===== config.mk =====
export PLATFORM = sky130hd
export DESIGN_NAME = spi_tpm_read_transfer_sniffer_core
export DESIGN_NICKNAME = d
export VERILOG_FILES = /design/src/hdl/tpmsnf_pkg.sv /design/src/hdl/spi_tpm_read_transfer_sniffer_core.sv
export VERILOG_INCLUDE_DIRS = /design/src /design/src/hdl
export SDC_FILE = /design/constraint.sdc
export NUM_CORES = 1
export LEC_CHECK = 0
export BUFFER_PORTS_ARGS = -buffer_cell sky130_fd_sc_hd__buf_2
export CAP_MARGIN = 20
export CORE_MARGIN = 5
export CORE_UTILIZATION = 30
export CTS_BUF_LIST = sky130_fd_sc_hd__clkbuf_2 sky130_fd_sc_hd__clkbuf_4 sky130_fd_sc_hd__clkbuf_8
export CTS_CLUSTER_DIAMETER = 120
export DETAILED_ROUTE_END_ITERATION = 10
export PLACE_DENSITY = 0.57
export SYNTH_ARGS = -nofsm -noshare
export SYNTH_HDL_FRONTEND = slang
export SYNTH_SLANG_ARGS = --single-unit

===== constraint.sdc =====
create_clock -name clk -period 3.1 [get_ports clk]
set_clock_uncertainty 0.1 [all_clocks]
set_input_delay 0.465 -clock clk [delete_from_list [all_inputs] [get_ports clk]]
set_output_delay 0.465 -clock clk [all_outputs]
set_load 0.005 [all_outputs]

===== src/hdl/spi_tpm_read_transfer_sniffer_core_macros.svh =====
// assertion macros for the spi tpm read transfer sniffer
`ifndef SPI_TPM_READ_TRANSFER_SNIFFER_CORE_MACROS_SVH
`define SPI_TPM_READ_TRANSFER_SNIFFER_CORE_MACROS_SVH

`ifndef SYNTH
// checked property, idle while reset is high
`define SNF_ASSERT(lbl, prop) \
  lbl: assert property (@(posedge clk) disable iff (rst) prop) \
    else $error("sniffer assertion failed");
// checked property, also checked during reset
`define SNF_ASSERT_ALWAYS(lbl, prop) \
  lbl: assert property (@(posedge clk) prop) \
    else $error("sniffer assertion failed");
`else
`define SNF_ASSERT(lbl, prop)
`define SNF_ASSERT_ALWAYS(lbl, prop)
`endif

`endif


===== src/hdl/tpmsnf_pkg.sv =====
// types and constants of the spi tpm read transfer sniffer
package tpmsnf_pkg;

  localparam int unsigned REG_W        = 32;
  localparam int unsigned PAIRS_W      = 16;
  localparam int unsigned BYTE_W       = 8;
  localparam int unsigned INDEX_W      = 6;
  localparam int unsigned LEFT_W       = 7;
  localparam int unsigned CFG_IDX_W    = 1;
  localparam int unsigned MAX_TRANSFER = 64;

  localparam logic [REG_W-1:0] MATCH_MASK_RESET  = 32'hF0FF00FF;
  localparam logic [REG_W-1:0] MATCH_VALUE_RESET = 32'h80D40024;

  localparam logic [CFG_IDX_W-1:0] CFG_MATCH_MASK  = 1'b0;
  localparam logic [CFG_IDX_W-1:0] CFG_MATCH_VALUE = 1'b1;

  typedef enum logic [1:0] {
    PH_HUNT = 2'd0,
    PH_WAIT = 2'd1,
    PH_EMIT = 2'd2
  } phase_t;

endpackage


===== src/hdl/spi_tpm_read_transfer_sniffer_core.sv =====
// top level of the spi tpm read transfer sniffer
// usage
//   in channel: one 16-bit sample word per item on sample_pairs, eight bit pairs
//   msb first, miso at odd bits, mosi at even bits; in_valid / in_stall handshake
//   out channel: one item per data byte of a matched read transfer, carrying
//   payload_byte, byte_index and last_byte; out_valid / out_stall handshake
//   config: cfg_we writes cfg_data to match_mask (index 0) or match_value (index 1);
//   write only while the block is idle
//   latency: an item accepted at edge n gives its result at out_valid after edge n+1
//   throughput: one item per cycle; an input register and a result register
//   hold one item each, with a single cycle of compare, count and shuffle between
//   header items and wait bytes give no result and never wait for the out side
//   reset: synchronous rst clears the header window, counters and phase, puts the
//   match registers back to their defaults and empties both stages
//   stall: while out_stall holds a result, the next item that has a result waits
//   in the input register and in_stall rises; items without a result keep moving
module spi_tpm_read_transfer_sniffer_core
  import tpmsnf_pkg::*;
#(
  parameter int unsigned MaxTransfer = MAX_TRANSFER
) (
  input  logic                 clk,
  input  logic                 rst,
  // config write port
  input  logic                 cfg_we,
  input  logic [CFG_IDX_W-1:0] cfg_index,
  input  logic [REG_W-1:0]     cfg_data,
  // input items
  input  logic                 in_valid,
  output logic                 in_stall,
  input  logic [PAIRS_W-1:0]   sample_pairs,
  // result items
  output logic                 out_valid,
  input  logic                 out_stall,
  output logic [BYTE_W-1:0]    payload_byte,
  output logic [INDEX_W-1:0]   byte_index,
  output logic                 last_byte
);

`include "spi_tpm_read_transfer_sniffer_core_macros.svh"

  localparam logic [LEFT_W-1:0] MaxLen = LEFT_W'(MaxTransfer);

  // configuration registers
  logic [REG_W-1:0] match_mask;
  logic [REG_W-1:0] match_value;

  // input register
  logic               hold_valid;
  logic [PAIRS_W-1:0] hold_pairs;

  // transfer state
  phase_t             phase, phase_next;
  logic [REG_W-1:0]   header_window, header_window_next;
  logic [LEFT_W-1:0]  bytes_left, bytes_left_next;
  logic [INDEX_W-1:0] next_index, next_index_next;

  // per-item decode
  logic [BYTE_W-1:0]  mosi;
  logic [BYTE_W-1:0]  miso;
  logic [REG_W-1:0]   window_shift;
  logic               hit;
  logic [LEFT_W-1:0]  len_raw;
  logic [LEFT_W-1:0]  len_sat;
  logic               res;
  logic               res_last;
  logic               out_free;
  logic               advance;

  // config writes, any index beyond the list is dropped
  always_ff @(posedge clk) begin
    if (rst) begin
      match_mask  <= MATCH_MASK_RESET;
      match_value <= MATCH_VALUE_RESET;
    end else if (cfg_we) begin
      case (cfg_index)
        CFG_MATCH_MASK:  match_mask  <= cfg_data;
        CFG_MATCH_VALUE: match_value <= cfg_data;
        default: ;
      endcase
    end
  end

  // the output slot can take a new result when empty or being drained
  assign out_free = !out_valid || !out_stall;
  // the held item moves on unless its result has nowhere to go
  assign advance  = hold_valid && (!res || out_free);
  assign in_stall = hold_valid && !advance;

  always_ff @(posedge clk) begin
    if (rst) begin
      hold_valid <= 1'b0;
    end else if (!in_stall) begin
      hold_valid <= in_valid;
    end
  end

  always_ff @(posedge clk) begin
    if (in_valid && !in_stall) begin
      hold_pairs <= sample_pairs;
    end
  end

  // split the interleaved pairs: mosi bit k at 2k, miso bit k at 2k+1
  always_comb begin
    for (int k = 0; k < BYTE_W; k++) begin
      mosi[k] = hold_pairs[2*k];
      miso[k] = hold_pairs[2*k+1];
    end
  end

  assign window_shift = {header_window[REG_W-BYTE_W-1:0], mosi};
  assign hit          = (window_shift & match_mask) == match_value;
  // length field sits in bits 29..24 and holds the length minus one
  assign len_raw      = {1'b0, window_shift[29:24]} + LEFT_W'(1);
  assign len_sat      = (len_raw > MaxLen) ? MaxLen : len_raw;

  // phase sequencing for the held item
  always_comb begin
    phase_next         = phase;
    header_window_next = header_window;
    bytes_left_next    = bytes_left;
    next_index_next    = next_index;
    res                = 1'b0;
    res_last           = 1'b0;
    case (phase)
      PH_WAIT: begin
        // wait bytes end on the first miso byte with bit 0 set
        if (miso[0]) begin
          phase_next      = PH_EMIT;
          next_index_next = '0;
        end
      end
      PH_EMIT: begin
        res             = 1'b1;
        res_last        = (bytes_left <= LEFT_W'(1));
        next_index_next = next_index + INDEX_W'(1);
        if (res_last) begin
          bytes_left_next    = '0;
          phase_next         = PH_HUNT;
          header_window_next = '0;
        end else begin
          bytes_left_next = bytes_left - LEFT_W'(1);
        end
      end
      default: begin
        // hunting, also covers the unused phase code
        phase_next         = PH_HUNT;
        header_window_next = window_shift;
        if (hit) begin
          bytes_left_next    = len_sat;
          header_window_next = '0;
          next_index_next    = '0;
          phase_next         = miso[0] ? PH_EMIT : PH_WAIT;
        end
      end
    endcase
  end

  always_ff @(posedge clk) begin
    if (rst) begin
      phase         <= PH_HUNT;
      header_window <= '0;
      bytes_left    <= '0;
      next_index    <= '0;
    end else if (advance) begin
      phase         <= phase_next;
      header_window <= header_window_next;
      bytes_left    <= bytes_left_next;
      next_index    <= next_index_next;
    end
  end

  // result register
  always_ff @(posedge clk) begin
    if (rst) begin
      out_valid <= 1'b0;
    end else if (advance && res) begin
      out_valid <= 1'b1;
    end else if (!out_stall) begin
      out_valid <= 1'b0;
    end
  end

  always_ff @(posedge clk) begin
    if (advance && res) begin
      payload_byte <= miso;
      byte_index   <= next_index;
      last_byte    <= res_last;
    end
  end

  // the last byte of a transfer sends the block back to hunting on a clear window
  `SNF_ASSERT(a_last_ends_transfer,
    advance && res && res_last |=> phase == PH_HUNT && header_window == '0)
  // a transfer that is being sent always has bytes left
  `SNF_ASSERT(a_emit_has_bytes, phase == PH_EMIT |-> bytes_left != '0)
  // byte positions step by one inside a transfer
  `SNF_ASSERT(a_index_steps,
    advance && res && !res_last |=> next_index == $past(next_index) + INDEX_W'(1))
  // the input side only stalls with an item held
  `SNF_ASSERT_ALWAYS(a_stall_needs_item, in_stall |-> hold_valid)

endmodule

==> impl_metrics.ini, run 1 <==
[global_routing]
grt-ovfl-total = 0
grt_pass1_vias = 4421
grt_use_total = 0.1382
antenna_found_initial = 0
grt_pass1_wl_um = 24220
grt_max_degree = 60

[status]
status = completed

[critical_path]
max_stage_delay_ps = 610
cp.required_ps = 3330
startpoint_type = flop
path_buf_inv = 1
critPathSlowestCell = o41a_1
cp-end-kind = flop
worstPathMaxFanout = 14
crit_family = compound AO/OA/AOI/OAI gates
arrival_ps = 2770
cp_cell_sequence = and3b_1 > a211oi_1 > nand4_1 > o41a_1 > buf_4 > a32oi_1 > nor2_1
path_class = flop to flop

[finish]
antennaDiodeCount = 0
drive_gt1_frac = 0.1822
nets = 755
stdcell_area_um2 = 6874
area_growth_pct = 18.64

[detailed_routing]
routed_wl_um = 15070
drc = 0
viasPerCell = 4.909
ant_nets = 0
first_iter_violations = 324
vias = 4752
first_pass_iters = 5
wl_per_cell_um = 15.57

[power]
power.switching_mw = 0.9663
swShare = 0.2562
power.share.combinational = 0.083
peakVddDrop_uv = 292.1
p_total_mw = 3.772
seqPwrFrac = 0.514
p_int_mw = 2.805
p_per_area_nw_per_um2 = 548.7
power_leakage_nw = 2.692
clkPwrFrac = 0.403

[sta]
max_freq_ghz = 0.3929
drv_slew = 0
worstMarginPinSlew_ps = 786.9
finalSetupTns_ps = 0
hold_viol = 0
setup_viol = 0
rsz0062_at_grt = false
fin_crit_sh = 0.8209
hold-worst-slack_ps = 90.43
fin_crit_ps = 2545
relSlewSlack = 0.4754

[cts]
htreeDepth = 4
clockBufferDepth = 2
cts_tree = built
clkTransAtPathRegs_ps = 80
numCtsBuffers = 17
cts_sinks = 136
ctsRootBufferMaster = clkbuf_8
insertion_delay_ps = 440
post_cts.repair.setup_buffers = 0
cts_hold_buf = 0
cts_resized = 0

[die]
initial_core_util = 0.3077
die_area_um2 = 22190
fp.coreArea_um2 = 18830
fp-row-count = 50
dieWidth_um = 149.0
ios = 71
chipHeight_um = 149.0

[yosys]
yosys_warnings = 0
synth_ff_type = dfxtp_1
synth_top_area_frac = 0.3628
yosysSeqAreaShare = 0.5234
synthArstFlopShare = 0
yosys-top-cells-area = dfxtp_1, edfxtp_1, nand2_1
synth_seq_cells = 136
synth_cell_types = 55
netlist.top_cell.by_area = dfxtp_1
avgSynthCellArea_um2 = 9.212
synth_nets = 689
synthCells = 629
netlist_area_um2 = 5794
synth-edff-count = 31

[placement]
dpl_cell_area_um2 = 6464
io_buffers = 70
place.gp.congestion = 0.7607
post-dp-hpwl_um = 10310

[job]
max_cap_viol_count = 0

[hold_path]
hp-class = input pin to flop
==> stage by stage <==
stage | worst slack (ps) | utilization | instances
4_1_cts | 544.2 | 0.3651 | 968
5_1_grt | 386.5 | 0.3651 | 968
3_5_place_dp | 563.9 | 0.3433 | 936
3_3_place_gp | 563.0 | 0.3418 | 935
2_1_floorplan | 834.8 | - | 629
6_report | 555.1 | 0.3651 | 968
==> worst register-to-register path, delay by kind of cell, from the launching register on <==
kind / cells / cell delay, ps
AOI/OAI and AO/OA: 3 / 1080
buffers and inverters: 1 / 270
DFF: 1 / 440
and+or+nand+nor: 3 / 550
==> kinds of logic after synthesis <==
kind of cell | synth area share
flip-flops | 0.5234
AND/OR/NAND/NOR | 0.2380
multiplexers | 0.003455
XOR/XNOR | 0.007559
buffers and inverters | 0.03347
adder cells (fa/ha/maj) | 0.01296
AO/OA/AOI/OAI | 0.1812
==> cell usage after synthesis (2+ instances only) <==
cell type and instances:
inv_1 5, nand4_1 4, a211oi_2 3, nand4b_1 2, clkbuf_1 28, o21ai_0 3
xnor2_1 3, and2_1 2, o221ai_1 3, a21oi_1 71, buf_6 3, mux2i_1 2
nand2_1 141, a21o_1 8, buf_2 2, a311oi_1 2, nand3_1 19, nand3b_1 33
and3_1 18, buf_1 4, o22a_1 8, xor2_1 2, a21boi_0 7, nor4_1 2
a2bb2oi_1 2, a22oi_1 2, or2_2 2, nor2b_1 3, edfxtp_1 31, a211oi_1 5
and3b_1 8, nor3_1 8, a32oi_1 24, dfxtp_1 105, ha_1 6, nor2_1 36
nand2b_1 4
==> registers in the layout, indices dropped and copies added, names as in the netlist <==
register and count:
phase 2, payload_byte 8, bytes_left 7, next_index 6
last_byte 1, match_value 32, hold_valid 1, out_valid 1
byte_index 6, match_mask 32, header_window 24, hold_pairs 16
==> routing by layer <==
metal,up-vias,part of all wire,global-route usage
met5,-,0,0
met2,101,0.45,0.2136
met4,0,0.018,0.04394
li1,2399,-,-
met3,15,0.051,0.03981
met1,2237,0.48,0.1868
==> power by group through the flow <==
stage | Sequential (mW) | Clock, mW | Combinational (mW)
4_1_cts | 1.94 | 1.56 | 0.316
3_5_place_dp | 1.98 | 0 | 0.315
6_report | 1.94 | 1.52 | 0.313
3_3_place_gp | 1.98 | 0 | 0.310
5_1_grt | 1.95 | 1.64 | 0.349
2_1_floorplan | 1.96 | 0 | 0.205
==> path summary, 6_finish.rpt <==
path,start,end,slack (ps),cells after the start
setup reg to reg,hold_pairs[0],header_window[3],560,7
hold / removal,sample_pairs[14],hold_pairs[14],90,1
setup / recovery,hold_pairs[0],header_window[3],560,7
hold reg to reg,hold_pairs[5],payload_byte[2],320,0
==> cells in the final DEF (no fill, tap or decap), types with 3 or more instances in the layout <==
| master | instances |
|---|---|
| a211oi_1 | 5 |
| a211oi_2 | 3 |
| a21boi_0 | 7 |
| a21o_1 | 8 |
| a21oi_1 | 71 |
| a32oi_1 | 24 |
| and3_1 | 18 |
| and3b_1 | 8 |
| buf_2 | 70 |
| buf_4 | 12 |
| bufinv_16 | 3 |
| clkbuf_8 | 17 |
| clkinvlp_4 | 6 |
| dfxtp_1 | 105 |
| edfxtp_1 | 31 |
| ha_1 | 6 |
| inv_1 | 5 |
| nand2_1 | 141 |
| nand2b_1 | 4 |
| nand3_1 | 19 |
| nand3b_1 | 33 |
| nand4_1 | 4 |
| nor2_1 | 35 |
| nor3_1 | 8 |
| o21ai_0 | 3 |
| o221ai_1 | 3 |
| o22a_1 | 8 |
| xnor2_1 | 3 |
==> final cells by class <==
class                           instances  area (um^2)
Sequential cell                       136         3033
Clock buffer                           17        234.0
Timing Repair Buffer                   85        508.0
Multi-Input combinational cell        449         2575
Tap cell                              260        325.3
Clock inverter                         15        176.4
Fill cell                            1912        11960
Inverter                                6        22.52
Power figures use the tool's default switching activity.
==> run 2: changes to the inputs <==
- ABC_AREA: default -> 1
- PLACE_DENSITY: 0.57 -> 0.58
- clock period: 3.1 -> 2.1 ns (I/O delays scaled with it)
==> run 2 against run 1 <==
Against the previous run:
- utilization rose by 1.4 points
- highest routed layer unchanged
- design area rose by 6.9%
- flip-flop and latch count unchanged
- largest power group unchanged
- critical path type is now flop to output port
- critical endpoint is now in_stall
==> impl_metrics.ini, run 2 <==
[status]
status = completed

[yosys]
synth_nets = 809
synthCells = 748
netlist.top_cell.by_area = dfxtp_1
synth_seq_cells = 136
yosysSeqAreaShare = 0.5162
synth_ff_type = dfxtp_1
synth_top_area_frac = 0.3578
netlist_area_um2 = 5876
yosysMostFrequentCell = nand2_1
yosys-top-cells-area = dfxtp_1, edfxtp_1, nand2_1
avgSynthCellArea_um2 = 7.855
synthArstFlopShare = 0
synth.top_cells.by_count = nand2_1, dfxtp_1, nand3_1
synth_cell_types = 30
yosys_warnings = 0
synth-edff-count = 31

[placement]
post-dp-hpwl_um = 9896
io_buffers = 70
placedCellCount = 1062
dpl_cell_area_um2 = 6529
place.gp.congestion = 0.8485

[cts]
cts_sinks = 136
htreeDepth = 4
ctsRootBufferMaster = clkbuf_8
clkTransAtPathRegs_ps = 80
cts_tree = built
insertion_delay_ps = 470
numCtsBuffers = 17
clockBufferDepth = 2

[finish]
top_regs = match_mask x32, match_value x32, header_window x24
postLayoutCoreUtil = 0.3787
ff_latch_area_um2 = 3034
final_cell_mix = nand2_1, dfxtp_1, nand3_1
nets = 925
layout_commonest_cell = nand2_1
drive_gt1_frac = 0.1494
stdcell_area_um2 = 7346
antennaDiodeCount = 0
fill_cells = 2054
layout.cells.non_filler = 1142
multiInputGateArea_um2 = 2484
area_growth_pct = 25.02

[die]
ios = 71
chipHeight_um = 150.0
die_area_um2 = 22490
initial_core_util = 0.3029
fp-row-count = 51
dieWidth_um = 150.0
fp.coreArea_um2 = 19400

[sta]
relSlewSlack = 0.5124
setup_viol = 0
drv_slew = 0
max_freq_ghz = 0.5156
fin_crit_sh = 0.9235
hold_viol = 0
rsz0062_at_grt = false
worstMarginPinSlew_ps = 730.6
finalSetupTns_ps = 0
fin_crit_ps = 1939

[critical_path]
critPathSlowestCell = dfxtp_1
cp.required_ps = 1680
path_class = flop to output port
path_buf_inv = 2
cp_cell_sequence = inv_1 > ha_1 > nand3_1 > nor2_1 > buf_2
reg2reg_slack_ps = 210
crit_family = flip-flops
max_stage_delay_ps = 330
arrival_ps = 1520
startpoint_type = flop
cp-end-kind = output port
worstPathMaxFanout = 3

[global_routing]
grt-ovfl-total = 0
grt_pass1_wl_um = 24420
grt_max_degree = 45
antenna_found_initial = 0
grt_use_total = 0.1384
grt_pass1_vias = 4947

[detailed_routing]
viasPerCell = 4.579
first_pass_iters = 5
wl_per_cell_um = 12.99
drc = 0
ant_nets = 0
routed_wl_um = 14830
first_iter_violations = 278
vias = 5229

[hold_path]
hp-class = input pin to flop

[power]
power_leakage_nw = 3.099
p_per_area_nw_per_um2 = 724.7
peakVddDrop_uv = 490.7

[job]
max_cap_viol_count = 0
[run 2: cell types whose count changed after synthesis, moves of 21 or more]
cell and delta:
a32oi_1 -24, inv_1 +47, nand2_1 +59, nand4_1 +21
o21ai_0 +40, nand3b_1 -26, nand3_1 +58, nor2_1 +34
[run 2: logic make-up (layout without fill, tap and decap cells)]
kind of cell,count (synthesis),after routing,share of synthesized area
buffers and inverters,89,218,0.06197
AND/OR/NAND/NOR,392,392,0.2909
XOR/XNOR,9,9,0.01342
AO/OA/AOI/OAI,115,115,0.1026
adder cells (fa/ha/maj),7,7,0.01491
flip-flops,136,136,0.5162
[run 2: worst min-delay path: stages]
cell	delay, ps
buf_2	120
nor2_1	50
nor2_1	90
[run 2: cell type report]
cell class                 count  area share
sequential                   136      0.4130
multi-input combinational    523      0.3381
timing repair buffer         132      0.1308
tap                          265     0.04514
clock buffer                  19     0.03390
inverter                      54     0.02793
clock inverter                13     0.01107
[run 2: path summary, 6_finish.rpt]
check                                        to            from  cells after the start
worst max-delay path                   in_stall        phase[0]                      5
worst max register to register    next_index[3]  hold_pairs[12]                     12
worst min register to register  payload_byte[7]  hold_pairs[15]                      0
worst min-delay path             match_mask[25]    cfg_data[25]                      3
[run 2: repair_timing]
item / 4_1_cts / 5_1_grt
endpoints found under the setup margin: 0 / 31
hold endpoints to repair: 54 / 0
hold buffers: 48 / 0
gates resized for setup: 0 / 4
setup buffers: 0 / 0
[run 2: power by group]
group	switching (mW)	internal, mW	total, mW
combinational	0.318	0.243	0.561
clock	1.04	0.824	1.86
sequential	0.0925	2.81	2.90
total	1.45	3.87	5.32
[run 2: per-layer routing]
metal,global-route usage,share of wire,vias up
li1,-,-,2721
met1,0.1715,0.45,2362
met2,0.2273,0.48,119
met3,0.03786,0.053,27
met4,0.05718,0.024,0
met5,0,0,-
[run 2: per-stage QoR]
step                      worst slack (ps)  hold slack [ps]  power, mW
after floorplan                      42.13            284.1      3.265
after global placement               202.3            302.2      3.450
after detailed placement             187.5            308.1      3.455
after CTS                            131.8            14.55      5.386
after global routing                 46.85            30.88      5.593
final                                160.6            52.87      5.323
==> run 3: changes to the inputs <==
- SLEW_MARGIN: default -> 20
- clock period: 2.1 -> 1.7 ns (I/O delays scaled with it)
==> run 3 against run 2 <==
Against the previous run:
- the run now ends with negative setup slack left
- hold slack got worse by 2.7 ps
- via count is 3.6% higher
- count of clock-buffer cells in the layout decreased by 2
- design area is 9.5% higher
- critical endpoint unchanged
- largest power group unchanged
==> impl_metrics.ini, run 3 (synthesis results as in run 2) <==
[status]
status = complete, but fails checks
violations = negative setup slack

[critical_path]
cp_cell_sequence = ha_4 > nand3_4 > nor2_4 > buf_4 > buf_6
critPathSlowestCell = dfxtp_2
crit_family = flip-flops
r2r_cells = 12
r2r_start = hold_pairs[0]
path_class = flop to output port
crit_cells = 5
arrival_ps = 1400
max_stage_delay_ps = 370
reg2reg_slack_ps = -30
path_buf_inv = 2
cp-endpoint = in_stall
cp-startpoint = phase[1]
cp.required_ps = 1340
worstPathMaxFanout = 3
timing.rr.end = phase[0]
cp-end-kind = output port
startpoint_type = flop

[die]
fp.coreArea_um2 = 19400
chipHeight_um = 150.0
fp-row-count = 51
ios = 71
initial_core_util = 0.3029
dieWidth_um = 150.0
die_area_um2 = 22490

[cts]
numCtsBuffers = 17
cts_tree = built
clockBufferDepth = 2
insertion_delay_ps = 450
cts_sinks = 136
ctsRootBufferMaster = clkbuf_8
htreeDepth = 4
clkTransAtPathRegs_ps = 80

[detailed_routing]
viasPerCell = 4.517
drc = 0
ant_nets = 0
first_iter_violations = 286
vias = 5416
first_pass_iters = 5
wl_per_cell_um = 12.69
routed_wl_um = 15210

[sta]
rsz0062_at_grt = true
drv_slew = 0
fin_crit_sh = 1.031
fin_ws_ps = -51.98
worstMarginPinSlew_ps = 721.7
setup_viol = 14
relSlewSlack = 0.5183
finalSetupTns_ps = -225.1
fin_crit_ps = 1752
hold-worst-slack_ps = 50.20
max_freq_ghz = 0.5708
hold_viol = 0

[global_routing]
grt_max_degree = 45
grt-ovfl-total = 0
antenna_found_initial = 0
grt_pass1_vias = 5221
grt_use_total = 0.1407
grt_pass1_wl_um = 25170
grt.met3_usage = 0.03725
use_met1 = 0.1749
gr-usage-met2 = 0.2404
busiest_layer = met2

[finish]
layout_commonest_cell = nand2_1
final_cell_mix = nand2_1, dfxtp_1, nand3_1
top_regs = match_mask x32, match_value x32, header_window x24
drive_gt1_frac = 0.2281
nets = 982
area_growth_pct = 36.84
postLayoutCoreUtil = 0.4145
fill_cells = 2004
antennaDiodeCount = 0

[job]
max_cap_viol_count = 0

[placement]
post-dp-hpwl_um = 10260
io_buffers = 70
place.gp.congestion = 0.7681

[power]
p_per_area_nw_per_um2 = 874.8
peakVddDrop_uv = 647.5
power_leakage_nw = 3.455

[hold_path]
hp-class = input pin to flop
run 3: layer usage:
| metal | vias to the layer above | wire [um] |
|---|---|---|
| li1 | 2834 | - |
| met1 | 2476 | 6901 |
| met2 | 91 | 7509 |
| met3 | 15 | 565 |
| met4 | 0 | 233 |
| met5 | - | 0 |
run 3: repair_timing:
item | in CTS | in global routing
hold buffers | 49 | 0
gates cloned | 0 | 1
setup endpoints to repair | 40 | 56
pin swaps | 12 | 12
endpoints found under the hold margin | 75 | 0
buffers inserted | 6 | 3
gates resized for setup | 20 | 20
run 3: stage by stage:
step                setup slack, ps  area [um^2]  instances  power, mW
global route                 -218.9         8040       1199      7.372
global placement             -138.6         6930       1108      4.323
finish                       -51.98         8040       1199      7.033
CTS                          -73.87         7924       1195      7.097
floorplan                     5.280         5914        748      4.043
detailed placement           -152.4         6930       1108      4.335
run 3: worst min path at each step:
stage                     slack, ps                to      startpoint  cells after the start
after CTS                        10         out_valid       out_stall                      5
after global placement          300   payload_byte[5]  hold_pairs[11]                      0
after global routing             50         out_valid       out_stall                      5
final                            50         out_valid       out_stall                      5
after floorplan                 220  header_window[8]             rst                      1
after detailed placement        310   payload_byte[5]  hold_pairs[11]                      0
run 3: worst reg2reg max path, cell delays in order (launching register included):
cell and delay (ps):
edfxtp_1 420, nand2_1 80, nand2_1 50, nand2_1 70, nand3_2 70, nor2_2 120, nand2_2 90, nor2_4 150
nand2_4 120, buf_6 160, nor2_4 60, nand2_1 50, a21oi_1 130
run 3: cell type report:
cell class              count  area (um^2)  share of cell area
clock inverters            15        148.9             0.01852
inverters                  54        205.2             0.02552
repair buffers            189         1456              0.1811
well taps                 265        331.6             0.04124
flip-flops and latches    136         3042              0.3783
multi-input cells         523         2623              0.3262
clock buffers              17        234.0             0.02910
run 3: power breakdown:
group	total, mW	switching, mW	leakage [nW]	internal (mW)
clock	2.65	1.35	0.186	1.30
combinational	0.807	0.430	2.11	0.378
sequential	3.58	0.109	1.16	3.47
total	7.03	1.89	3.46	5.15
